## config.mk

```make
export PLATFORM = sky130hd
export DESIGN_NAME = json_string_unescape_utf8_unit
export DESIGN_NICKNAME = d
export VERILOG_FILES = /design/src/hw/rtl/jsu_pkg.sv /design/src/hw/rtl/jsu_decode.sv /design/src/hw/rtl/jsu_out_buf.sv /design/src/hw/rtl/json_string_unescape_utf8_unit.sv
export SDC_FILE = /design/constraint.sdc
export NUM_CORES = 1
export LEC_CHECK = 0
export BUFFER_PORTS_ARGS = -buffer_cell sky130_fd_sc_hd__buf_4
export CAP_MARGIN = 20
export CORE_MARGIN = 2
export CORE_UTILIZATION = 45
export CTS_CLUSTER_DIAMETER = 120
export DETAILED_ROUTE_END_ITERATION = 16
export HOLD_SLACK_MARGIN = 0.15
export RECOVER_POWER = 50
export SYNTH_ARGS = -nofsm -noshare
export SYNTH_HDL_FRONTEND = slang
export SYNTH_SLANG_ARGS = --single-unit
```

## constraint.sdc

```tcl
create_clock -name aclk -period 5.6 [get_ports aclk]
set_clock_uncertainty 0.2 [all_clocks]
set_input_delay 1.12 -clock aclk [delete_from_list [all_inputs] [get_ports aclk]]
set_output_delay 1.12 -clock aclk [all_outputs]
set_load 0.01 [all_outputs]
```

## src/hw/rtl/jsu_pkg.sv

```systemverilog
// Shared types, codes and helper functions for the JSON string unescaper.
// Used by jsu_decode, jsu_out_buf and json_string_unescape_utf8_unit.
// No dependencies.
package jsu_pkg;

    // Scan state of the string body parser.
    typedef enum logic [2:0] {
        MODE_PLAIN  = 3'd0,
        MODE_ESC    = 3'd1,
        MODE_HEX    = 3'd2,
        MODE_HI     = 3'd3,
        MODE_HI_ESC = 3'd4,
        MODE_LO_HEX = 3'd5
    } mode_t;

    // Result kind carried on the result channel's tuser.
    typedef enum logic [1:0] {
        KIND_DATA  = 2'd0,
        KIND_DONE  = 2'd1,
        KIND_ERROR = 2'd2
    } kind_t;

    localparam int MaxResults = 6;

    typedef struct packed {
        mode_t       mode;
        logic [1:0]  dcnt;   // hex digits read so far
        logic [15:0] acc;    // hex value read so far
        logic [9:0]  ph;     // held high surrogate minus 0xD800
    } scan_state_t;

    // Result list produced by one input byte; entry 0 goes out first.
    typedef struct packed {
        logic [MaxResults-1:0][7:0] bytes;
        logic [MaxResults-1:0][1:0] kinds;
        logic [2:0]                 count;
    } res_list_t;

    typedef struct packed {
        logic [3:0][7:0] b;
        logic [2:0]      len;
    } utf8_t;

    // UTF-8 encoding of one code point, 1 to 4 bytes.
    function automatic utf8_t utf8_enc(input logic [20:0] cp);
        utf8_t r;
        r = '0;
        if (cp < 21'h80) begin
            r.b[0] = {1'b0, cp[6:0]};
            r.len  = 3'd1;
        end else if (cp < 21'h800) begin
            r.b[0] = {3'b110, cp[10:6]};
            r.b[1] = {2'b10, cp[5:0]};
            r.len  = 3'd2;
        end else if (cp < 21'h10000) begin
            r.b[0] = {4'b1110, cp[15:12]};
            r.b[1] = {2'b10, cp[11:6]};
            r.b[2] = {2'b10, cp[5:0]};
            r.len  = 3'd3;
        end else begin
            r.b[0] = {5'b11110, cp[20:18]};
            r.b[1] = {2'b10, cp[17:12]};
            r.b[2] = {2'b10, cp[11:6]};
            r.b[3] = {2'b10, cp[5:0]};
            r.len  = 3'd4;
        end
        return r;
    endfunction

    // Hex digit value in bits 3:0; bit 4 is set when the byte is not a hex digit.
    function automatic logic [4:0] hex_digit(input logic [7:0] c);
        logic [7:0] t;
        t = '0;
        if (c >= 8'h30 && c <= 8'h39) begin
            t = c - 8'h30;
            return {1'b0, t[3:0]};
        end else if (c >= 8'h61 && c <= 8'h66) begin
            t = c - 8'h57;
            return {1'b0, t[3:0]};
        end else if (c >= 8'h41 && c <= 8'h46) begin
            t = c - 8'h37;
            return {1'b0, t[3:0]};
        end
        return 5'h10;
    endfunction

endpackage

```

## src/hw/rtl/jsu_decode.sv

```systemverilog
// Combinational decoder: one body byte plus scan state gives the next state and
// the list of result beats that the byte causes.
// Depends on jsu_pkg.
module jsu_decode (
    input  jsu_pkg::scan_state_t st,
    input  logic [7:0]           c,
    input  logic                 tend,
    output jsu_pkg::scan_state_t st_next,
    output jsu_pkg::res_list_t   res
);
    import jsu_pkg::*;

    localparam logic [7:0] ChQuote = 8'h22;
    localparam logic [7:0] ChBslash = 8'h5C;
    localparam logic [7:0] ChU = 8'h75;
    localparam logic [5:0] SurrHiTag = 6'b110110;
    localparam logic [5:0] SurrLoTag = 6'b110111;

    typedef struct packed {
        logic       ok;
        logic [7:0] b;
    } esc_t;

    // Simple escapes; 'u' is handled by the caller.
    function automatic esc_t esc_map(input logic [7:0] ch);
        esc_t r;
        r.ok = 1'b1;
        case (ch)
            8'h22:   r.b = 8'h22;
            8'h5C:   r.b = 8'h5C;
            8'h2F:   r.b = 8'h2F;
            8'h62:   r.b = 8'h08;
            8'h66:   r.b = 8'h0C;
            8'h6E:   r.b = 8'h0A;
            8'h72:   r.b = 8'h0D;
            8'h74:   r.b = 8'h09;
            default: begin
                r.ok = 1'b0;
                r.b  = 8'h00;
            end
        endcase
        return r;
    endfunction

    logic [4:0]  hexd;
    logic [15:0] acc_new;
    esc_t        esc;
    utf8_t       pre_utf;
    utf8_t       main_utf;

    logic        err;
    logic        done;
    logic        pre;
    logic        m_raw;
    logic        m_cp;
    logic [7:0]  m_byte;
    logic [20:0] m_cp_val;

    logic [3:0][7:0] ml_b;
    logic [3:0][1:0] ml_k;
    logic [2:0]      ml_len;

    assign hexd     = hex_digit(c);
    assign acc_new  = {st.acc[11:0], hexd[3:0]};
    assign esc      = esc_map(c);
    assign pre_utf  = utf8_enc({5'b0, SurrHiTag, st.ph});
    assign main_utf = utf8_enc(m_cp_val);

    always_comb begin
        st_next  = st;
        err      = 1'b0;
        done     = 1'b0;
        pre      = 1'b0;
        m_raw    = 1'b0;
        m_cp     = 1'b0;
        m_byte   = c;
        m_cp_val = {5'b0, acc_new};

        case (st.mode)
            MODE_ESC, MODE_HI_ESC: begin
                st_next.mode = MODE_PLAIN;
                if (st.mode == MODE_HI_ESC && c == ChU) begin
                    st_next.mode = MODE_LO_HEX;
                    st_next.dcnt = 2'd0;
                    st_next.acc  = 16'h0000;
                end else begin
                    // A held high surrogate without a \u partner goes out alone.
                    pre = (st.mode == MODE_HI_ESC);
                    if (c == ChU) begin
                        st_next.mode = MODE_HEX;
                        st_next.dcnt = 2'd0;
                        st_next.acc  = 16'h0000;
                    end else if (esc.ok) begin
                        m_raw  = 1'b1;
                        m_byte = esc.b;
                    end else begin
                        err = 1'b1;
                    end
                end
            end
            MODE_HEX, MODE_LO_HEX: begin
                if (hexd[4]) begin
                    err = 1'b1;
                end else begin
                    st_next.acc = acc_new;
                    if (st.dcnt != 2'd3) begin
                        st_next.dcnt = st.dcnt + 2'd1;
                    end else begin
                        st_next.dcnt = 2'd0;
                        st_next.mode = MODE_PLAIN;
                        if (st.mode == MODE_LO_HEX && acc_new[15:10] == SurrLoTag) begin
                            // Surrogate pair joins into one supplementary code point.
                            m_cp     = 1'b1;
                            m_cp_val = {1'b0, st.ph, acc_new[9:0]} + 21'h10000;
                        end else begin
                            pre = (st.mode == MODE_LO_HEX);
                            if (acc_new[15:10] == SurrHiTag) begin
                                st_next.ph   = acc_new[9:0];
                                st_next.mode = MODE_HI;
                            end else begin
                                m_cp = 1'b1;
                            end
                        end
                    end
                end
            end
            MODE_HI: begin
                if (c == ChBslash) begin
                    st_next.mode = MODE_HI_ESC;
                end else begin
                    pre          = 1'b1;
                    st_next.mode = MODE_PLAIN;
                    if (c == ChQuote) begin
                        done = 1'b1;
                    end else begin
                        m_raw = 1'b1;
                    end
                end
            end
            default: begin
                st_next.mode = MODE_PLAIN;
                if (c == ChQuote) begin
                    done = 1'b1;
                end else if (c == ChBslash) begin
                    st_next.mode = MODE_ESC;
                end else begin
                    m_raw = 1'b1;
                end
            end
        endcase

        if (tend && !done) begin
            err = 1'b1;
        end
        if (err || tend || done) begin
            st_next = '{mode: MODE_PLAIN, dcnt: 2'd0, acc: 16'h0000, ph: 10'h000};
        end
    end

    // Main part of the list: one raw byte, a closed marker or a UTF-8 sequence.
    always_comb begin
        ml_b   = '0;
        ml_k   = {4{KIND_DATA}};
        ml_len = 3'd0;
        if (done) begin
            ml_k[0] = KIND_DONE;
            ml_len  = 3'd1;
        end else if (m_raw) begin
            ml_b[0] = m_byte;
            ml_len  = 3'd1;
        end else if (m_cp) begin
            ml_b   = main_utf.b;
            ml_len = main_utf.len;
        end
    end

    always_comb begin
        res       = '0;
        res.kinds = {MaxResults{KIND_DATA}};
        if (err) begin
            res.kinds[0] = KIND_ERROR;
            res.count    = 3'd1;
        end else if (pre) begin
            res.bytes[0] = pre_utf.b[0];
            res.bytes[1] = pre_utf.b[1];
            res.bytes[2] = pre_utf.b[2];
            res.bytes[3] = ml_b[0];
            res.bytes[4] = ml_b[1];
            res.bytes[5] = ml_b[2];
            res.kinds[3] = ml_k[0];
            res.count    = ml_len + 3'd3;
        end else begin
            res.bytes[0] = ml_b[0];
            res.bytes[1] = ml_b[1];
            res.bytes[2] = ml_b[2];
            res.bytes[3] = ml_b[3];
            res.kinds[0] = ml_k[0];
            res.count    = ml_len;
        end
    end

endmodule

```

## src/hw/rtl/jsu_out_buf.sv

```systemverilog
// Result register: holds the beat list of one decoded byte and shifts it out
// on the result channel one beat at a time.
// Depends on jsu_pkg.
module jsu_out_buf (
    input  logic               aclk,
    input  logic               aresetn,
    input  logic               load,
    input  jsu_pkg::res_list_t res,
    output logic               free,
    output logic               m_tvalid,
    input  logic               m_tready,
    output logic [7:0]         m_tdata,   // out_byte
    output logic [1:0]         m_tuser,   // kind
    output logic               m_tlast
);
    import jsu_pkg::*;

    logic [MaxResults-1:0][7:0] bytes_reg;
    logic [MaxResults-1:0][1:0] kinds_reg;
    logic [2:0]                 left_reg;
    logic                       beat;

    assign m_tvalid = (left_reg != 3'd0);
    assign m_tdata  = bytes_reg[0];
    assign m_tuser  = kinds_reg[0];
    assign m_tlast  = (left_reg == 3'd1);
    assign beat     = m_tvalid && m_tready;
    // Free once the list is empty or its final beat leaves in this cycle.
    assign free     = (left_reg == 3'd0) || (beat && m_tlast);

    always_ff @(posedge aclk) begin
        if (!aresetn) begin
            left_reg <= 3'd0;
        end else if (load && res.count != 3'd0) begin
            left_reg <= res.count;
        end else if (beat) begin
            left_reg <= left_reg - 3'd1;
        end
    end

    always_ff @(posedge aclk) begin
        if (load && res.count != 3'd0) begin
            bytes_reg <= res.bytes;
            kinds_reg <= res.kinds;
        end else if (beat) begin
            bytes_reg <= bytes_reg >> 8;
            kinds_reg <= kinds_reg >> 2;
        end
    end

endmodule

```

## src/hw/rtl/json_string_unescape_utf8_unit.sv

```systemverilog
// Top level of the JSON string unescaper: input register, scan state and
// the result buffer around the byte decoder.
// Depends on jsu_pkg, jsu_decode and jsu_out_buf.
//
// Usage: the input channel (s_) carries the body bytes of a JSON string, one
// beat per byte, starting after the opening quote; s_tlast marks the final
// byte of the text. The result channel (m_) carries UTF-8 data bytes
// (m_tuser data), a closed marker on the closing quote (m_tuser done) or a
// single error beat (m_tuser error). m_tlast flags the final result beat of
// each input byte. A byte that is only part of an escape gives no beat.
// An accepted byte lands in the input register, is decoded once the result
// buffer is free, and its result list is registered in the result buffer
// before its first beat appears. One byte is taken per cycle while each byte
// yields at most one beat and m_tready stays high; a byte that yields up to
// six beats (a held high surrogate followed by a three-byte character)
// occupies the result buffer until its last beat leaves and holds the next
// byte in the input register. When the receiver stalls, the buffer holds its
// beat, one further byte waits in the input register, and then s_tready drops.
// Reset (aresetn low, synchronous) empties both registers and returns the
// scan state to plain string body. After a closed marker, an error, or any
// byte with s_tlast set, the next byte starts a new string body.
module json_string_unescape_utf8_unit (
    input  logic       aclk,
    input  logic       aresetn,
    input  logic       s_tvalid,
    output logic       s_tready,
    input  logic [7:0] s_tdata,   // in_byte
    input  logic       s_tlast,   // text_end
    output logic       m_tvalid,
    input  logic       m_tready,
    output logic [7:0] m_tdata,   // out_byte
    output logic [1:0] m_tuser,   // kind
    output logic       m_tlast    // last
);
    import jsu_pkg::*;

    logic        a_valid_reg;
    logic        a_valid_next;
    logic [7:0]  a_byte_reg;
    logic        a_end_reg;
    scan_state_t state_reg;
    scan_state_t state_next;
    res_list_t   res;
    logic        buf_free;
    logic        a_take;
    logic        s_fire;

    // The held byte is decoded when the result buffer can take its list.
    assign a_take   = a_valid_reg && buf_free;
    assign s_tready = !a_valid_reg || a_take;
    assign s_fire   = s_tvalid && s_tready;

    always_comb begin
        a_valid_next = a_valid_reg;
        if (s_fire) begin
            a_valid_next = 1'b1;
        end else if (a_take) begin
            a_valid_next = 1'b0;
        end
    end

    always_ff @(posedge aclk) begin
        if (!aresetn) begin
            a_valid_reg <= 1'b0;
        end else begin
            a_valid_reg <= a_valid_next;
        end
    end

    always_ff @(posedge aclk) begin
        if (s_fire) begin
            a_byte_reg <= s_tdata;
            a_end_reg  <= s_tlast;
        end
    end

    // Scan state advances only when a byte is decoded.
    always_ff @(posedge aclk) begin
        if (!aresetn) begin
            state_reg <= '{mode: MODE_PLAIN, dcnt: 2'd0, acc: 16'h0000, ph: 10'h000};
        end else if (a_take) begin
            state_reg <= state_next;
        end
    end

    jsu_decode u_decode (
        .st      (state_reg),
        .c       (a_byte_reg),
        .tend    (a_end_reg),
        .st_next (state_next),
        .res     (res)
    );

    jsu_out_buf u_out_buf (
        .aclk     (aclk),
        .aresetn  (aresetn),
        .load     (a_take),
        .res      (res),
        .free     (buf_free),
        .m_tvalid (m_tvalid),
        .m_tready (m_tready),
        .m_tdata  (m_tdata),
        .m_tuser  (m_tuser),
        .m_tlast  (m_tlast)
    );

`ifndef SYNTHESIS
    // The end of the text always leaves the parser in plain body mode.
    a_end_resets_state: assert property (@(posedge aclk) disable iff (!aresetn)
        a_take && a_end_reg |=> state_reg.mode == MODE_PLAIN)
        else $error("scan state not cleared after end of text");

    // Closed and error beats end their byte's list and carry a zero byte.
    ctrl_beat_is_last: assert property (@(posedge aclk) disable iff (!aresetn)
        m_tvalid && (m_tuser != KIND_DATA) |-> m_tlast && (m_tdata == 8'h00))
        else $error("control beat not last or carries data");

    // A byte never waits in the input register while the result buffer is empty.
    no_idle_wait: assert property (@(posedge aclk) disable iff (!aresetn)
        a_valid_reg && !m_tvalid |-> a_take)
        else $error("decoded byte stuck with empty result buffer");
`endif

endmodule
```

* Word-level counts from Yosys, hierarchy flattened *
Cells that the tools add are included.

storage, ports and cells
  flip-flop bits (word level) = 96
  bits of input ports = 13
  output and inout port bits = 13
  word-level logic and storage cells = 184

operators by class
  add/sub/neg operators = 7
  order comparisons = 9
  equality and inequality tests = 24
  muxes and demuxes = 94
  reductions and logical operators = 32

operators by type and width
  cell                    number
  $mux 48                 3
  $mux 21                 5
  $mux 32                 3
  $mux 8                  8
  $mux 31                 2
  $eq 8x7->1 const B      7
  $pmux 7 s8              1
  $mux 27                 2
  $mux 24                 2
  $mux 10                 4
  $mux 19                 2
  $pmux 18 s2             1
  $mux 1                  33
  $mux 16                 2
  $mux 3                  10
  $mux 25                 1
  $mux 5                  5
  $add 20x17->21 const B  1
  $lt 21x12->1 const B    1
  $lt 21x17->1 const B    1
  $lt 21x8->1 const B     1
  $mux 20                 1
  $eq 8x6->1 const B      2
  $ge 8x7->1 const B      2
  32 further kinds        66

* Depth between registers and ports, before layout *
  word-level depth = 27
  gate-level depth with buffers = 18
  mapped depth without buffers = 16

* Modules after synthesis *
Synthesis repeated with hierarchy kept, for this count alone.

unflattened totals
  cell total of the unflattened synthesis = 838
  area total of the unflattened synthesis = 6812.8 µm²

modules (own cells, without submodules)
  module                          instances  cells an instance  area an instance (µm²)  sequential area each (µm²)
  jsu_out_buf                     1          272                2815.2                  1861.8
  jsu_decode                      1          411                2501.1                  0.0
  json_string_unescape_utf8_unit  1          155                1496.4                  910.9

* Worst setup path after synthesis *
OpenSTA, ideal clock, no wires.

  path type = register to register
  start = register a_byte_reg[0]
  end = register u_out_buf.bytes_reg[10] (netlist bit) (enable)
  library setup time = 0.405 ns
  arrival time = 4.856 ns
  data required time = 4.995 ns
  slack = 0.138 ns
  stages on the path, launching flop included = 19
  buffers on the path = 3
  clock period less this slack = 5.462 ns
  cells stage by stage = edfxtp_1 > inv_1 > ha_1 > or3b_1 > and3_1 > buf_4 > o211ai_2 > o21ai_1 > clkbuf_1 > and2_1 > a21oi_1 > nand2_1 > ha_1 > nand2_1 > nor2_1 > mux2_4 > a21oi_4 > buf_4 > a21o_1

on the way
  word-level cells in the longest chain between the ends = 27
  elaborated cells on any way between the ends = 78
  classes of those cells = add/sub: 5; order compare: 9; eq/ne: 9; mux: 45; reduce/logical: 10

ends and longest elaborated chain
  item                                             line                                  text
  from (decl)                                      json_string_unescape_utf8_unit.sv:39  logic [7:0] a_byte_reg;
  from (signal assigned)                           json_string_unescape_utf8_unit.sv:72  a_byte_reg <= s_tdata;
  $ge 8x7->1 / $le 8x7->1 (equally long branches)  jsu_pkg.sv:80                         end else if (c >= 8'h41 && c <= 8'h46) begin
  $logic_and 1x1->1                                jsu_pkg.sv:80
  $mux 1                                           jsu_pkg.sv:80
  $mux 1                                           jsu_pkg.sv:77                         end else if (c >= 8'h61 && c <= 8'h66) begin
  $mux 1                                           jsu_pkg.sv:74                         if (c >= 8'h30 && c <= 8'h39) begin
  $mux 5                                           jsu_pkg.sv:84                         return 5'h10;
  $add 20x17->21                                   jsu_decode.sv:114                     m_cp_val = {1'b0, st.ph, acc_new[9:0]} + 21'h10000;
  $mux 21                                          jsu_decode.sv:111                     if (st.mode == MODE_LO_HEX && acc_new[15:10] == SurrLoTag) begin
  (+11 left out)                                   -
  $mux 3                                           jsu_decode.sv:168                     end else if (m_raw) begin
  $mux 3                                           jsu_decode.sv:165                     if (done) begin
  $add 3x2->3                                      jsu_decode.sv:191                     res.count = ml_len + 3'd3;
  $mux 3                                           jsu_decode.sv:183                     end else if (pre) begin
  $mux 5 *                                         jsu_decode.sv:180                     if (err) begin
  $reduce_bool 3->1 *                              jsu_out_buf.sv:42                     if (load && res.count != 3'd0) begin
  $logic_and 1x1->1 *                              jsu_out_buf.sv:42
  $reduce_bool 2->1 (no source line) *             -
  to (signal assigned)                             jsu_out_buf.sv:43                     bytes_reg <= res.bytes;
  to (signal assigned)                             jsu_out_buf.sv:46                     bytes_reg <= bytes_reg >> 8;
  to (decl)                                        jsu_out_buf.sv:18                     logic [MaxResults-1:0][7:0] bytes_reg;

Every way passes the cells marked *; elsewhere a longest branch is shown, timed or not. The select of a mux whose other input is x is not followed.
A chain may end at the register's enable or synchronous reset.

* Final worst setup path *
  start = register a_byte_reg[1]
  end = register u_out_buf.bytes_reg[32] (netlist bit), data pin

on the way
  word-level cells in the longest chain between the ends = 27
  elaborated cells on any way between the ends = 84
  classes of those cells = add/sub: 5; order compare: 9; eq/ne: 9; mux: 52; reduce/logical: 9

ends and longest elaborated chain
  item                                             line
  $ge 8x7->1 / $le 8x7->1 (equally long branches)  jsu_pkg.sv:80
  $logic_and 1x1->1                                jsu_pkg.sv:80
  $mux 1                                           jsu_pkg.sv:80
  $mux 1                                           jsu_pkg.sv:77
  $mux 1                                           jsu_pkg.sv:74
  $mux 5                                           jsu_pkg.sv:84
  $add 20x17->21                                   jsu_decode.sv:114
  $mux 21                                          jsu_decode.sv:111
  (+11 left out)                                   -
  $mux 3                                           jsu_decode.sv:168
  $mux 3                                           jsu_decode.sv:165
  $add 3x2->3                                      jsu_decode.sv:191
  $mux 3                                           jsu_decode.sv:183
  $mux 5                                           jsu_decode.sv:180
  $reduce_bool 3->1                                jsu_out_buf.sv:42
  $logic_and 1x1->1                                jsu_out_buf.sv:42
  $mux 48 *                                        jsu_out_buf.sv:42

Marked as above.

==> metrics.csv <==
metric;value;unit
ys async rst share;0;%
GR Overflow Total;0;
register bit total from synthesis;91;
routed via count;4877;
Final Hold Vio Count;0;
final slew viol count;0;
simple-gate share of the synthesized area;20.3;%
LEAKAGE;2.12;nW
via/cell ratio;6.08;
max_cap viols;0;
Rows;41;
Slew @ Worst Pin;1000;ps
initial core utilization;46.1;%
Flop pwr share;47.3;%
clock share of power;26.3;%
sequential share of the synthesized area;41.3;%
drt wl/cell;20.2;microns
maximum net fanout on the critical path;40;
Root Driver;clkbuf_16;
Hold Path Class;flip-flop to flip-flop;
top-count cell post-synth;nand2_1;
CP endpoint kind;flip-flop;
Syn Inst Count;630;
n_diodes;0;
Detailed Route WL;16200;microns
num ports;26;
top cells by area, synth;edfxtp_1, dfxtp_1, nand2_1, mux2_1, a21oi_1;
Post-synth EDFFs;58;
Pwr Total;2.27;mW
die area;13800;sq um
crit share post-route;91.3;%
setup bufs post-CTS;0;
Final HPWL DP;11800;microns
GRT Total Usage;24.3;%
Distinct cells, synth;72;
top cell type's share of synthesized area;29.9;%
area of the core;12600;sq um
data required time of the worst path;5510;ps
Area Growth Syn to Fin;7.51;%
clk slew on worst S/H paths;70;ps
clk_lat worst skew;360;ps
vias in the first global route;4648;
Most used DFF post-synth;edfxtp_1;
initial antenna violation count;0;
pwr/cell area;364;nW/um^2
global-route wire length before repair;26300;microns
max reg flops;38;
RSZ-0062 raised after global routing;no;
run status;completed;
internal power;1.59;mW
post-cts resize count;0;
Buffers on Ports;25;
largest family of logic cells by synthesized area;compound AO/OA/AOI/OAI gates;
Synth Area in Compound Gates;21.1;%
post-layout util;49.5;%
Net Sw Frac;30.1;%
Slew HR;33.3;%
mux cell area share after synthesis;8.56;%
Comb power frac;26.4;%
synthesized-area fraction occupied by adder cells;2.15;%
Clock Path Buffers;2;
sw power;683;uW
Chip Width;118;microns
Cell Area, Synth;5820;sq um
maximum vdd drop;0.219;mV
GPL Wtd Cong;0.908;
Syn Nets;653;
drt first-iter violations;474;
XOR/XNOR share of the synthesized area;0.753;%
Worst Setup Start Kind;flip-flop;
Post-synth top cells;nand2_1, edfxtp_1, nor2_1;
Final setup viols;0;
Hold-fix buffers, CTS;0;
share of layout cells above drive strength 1;9.68;%
largest net degree at the start of global routing;50;
CTS Buf Count;9;
DRC errors left;0;
crit path DAT;5020;ps
Synth area leader;edfxtp_1;
htree depth;3;
clock tree sinks;91;
CTS tree;built;
maximum clock frequency;196;MHz
Detailed Routing Iterations Pass 1;5;
nets@finish;649;
die height;118;microns
setup TNS;0;ps
Mapped Avg Cell Area;9.23;sq um
Final ANT Viol Nets;0;
YS warnings;0;
minimum clock period;5110;ps
WS Path Type;flip-flop to flip-flop;
[routing by layer]
layer | vias up | global-route usage, % | routed length (microns)
li1 | 2298 | - | -
met1 | 2375 | 33.5 | 7390
met2 | 165 | 37.2 | 7460
met3 | 39 | 5.18 | 881
met4 | 0 | 9.86 | 501
met5 | - | 0 | 0
[final timing paths]
check                                           start                             endpoint  slack [ps]  cells past startpoint
setup / recovery              a_byte_reg[1]$_DFFE_PP_    u_out_buf.bytes_reg[32]$_DFFE_PP_         490                     16
hold / removal    u_out_buf.kinds_reg[4]$_SDFFE_PN0P_  u_out_buf.kinds_reg[2]$_SDFFE_PN0P_         260                      2
setup reg to reg              a_byte_reg[1]$_DFFE_PP_    u_out_buf.bytes_reg[32]$_DFFE_PP_         490                     16
hold reg to reg   u_out_buf.kinds_reg[4]$_SDFFE_PN0P_  u_out_buf.kinds_reg[2]$_SDFFE_PN0P_         260                      2
[layout make-up]
cell class	count	area, sq um
Clock buffer	9	225
Clock inverter	6	56.3
Fill cell	1262	6370
Inverter	19	71.3
Multi-Input combinational cell	470	3060
Sequential cell	91	2400
Tap cell	172	215
Timing Repair Buffer	35	223
[through the flow]
stage,std cells,area (sq um),setup WS [ps],hold slack [ps]
2_1_floorplan,630,5820,138,237
3_3_place_gp,787,6050,817,247
3_5_place_dp,787,6050,680,256
4_1_cts,802,6340,651,265
5_1_grt,802,6250,190,288
6_report,802,6250,490,260
[kinds of logic after synthesis]
logic type / Yosys count
compound gates: 182
mux: 42
simple gates: 231
buf+inv: 69
flops: 91
fa+ha+maj: 10
xor+xnor: 5
[power groups by stage]
stage          Combinational (mW)  Clock [mW]  Sequential [mW]
2_1_floorplan               0.513           0             1.07
3_3_place_gp                0.637           0             1.08
3_5_place_dp                0.656           0             1.09
4_1_cts                     0.660       0.614             1.08
5_1_grt                     0.667       0.642             1.10
6_report                    0.600       0.598             1.08
[cell usage in the layout (no fill, tap or decap), types with 5 or more instances in the layout]
cell type and n:
a31oi_1 8, nor3b_1 6, nor2b_1 10, nor2_1 45
and3_1 5, ha_1 10, o211ai_1 9, edfxtp_1 58
and2_1 8, clkbuf_16 9, nor3_1 9, inv_1 19
or3_1 6, mux2_2 6, mux2i_1 7, a21oi_1 43
nand2_1 67, o22ai_1 7, clkbuf_4 9, dfxtp_1 33
mux2_1 21, a21boi_0 25, clkbuf_1 15, mux2_4 8
buf_4 9, a21o_1 7, a22oi_1 5, nand3_1 40
o21ai_0 39
[critical path, cell delays in order (launching register included)]
cell,delay [ps]
edfxtp_1,480
inv_1,170
ha_1,260
or3b_1,440
and3_1,340
o2111ai_1,280
a22oi_1,260
and2_0,280
a21oi_1,300
nand2_1,90
ha_1,300
nand2_1,70
nor2_1,40
mux2_1,360
a21oi_4,300
buf_12,280
mux2_2,370
Note: power is estimated with default switching activity, not from simulation.
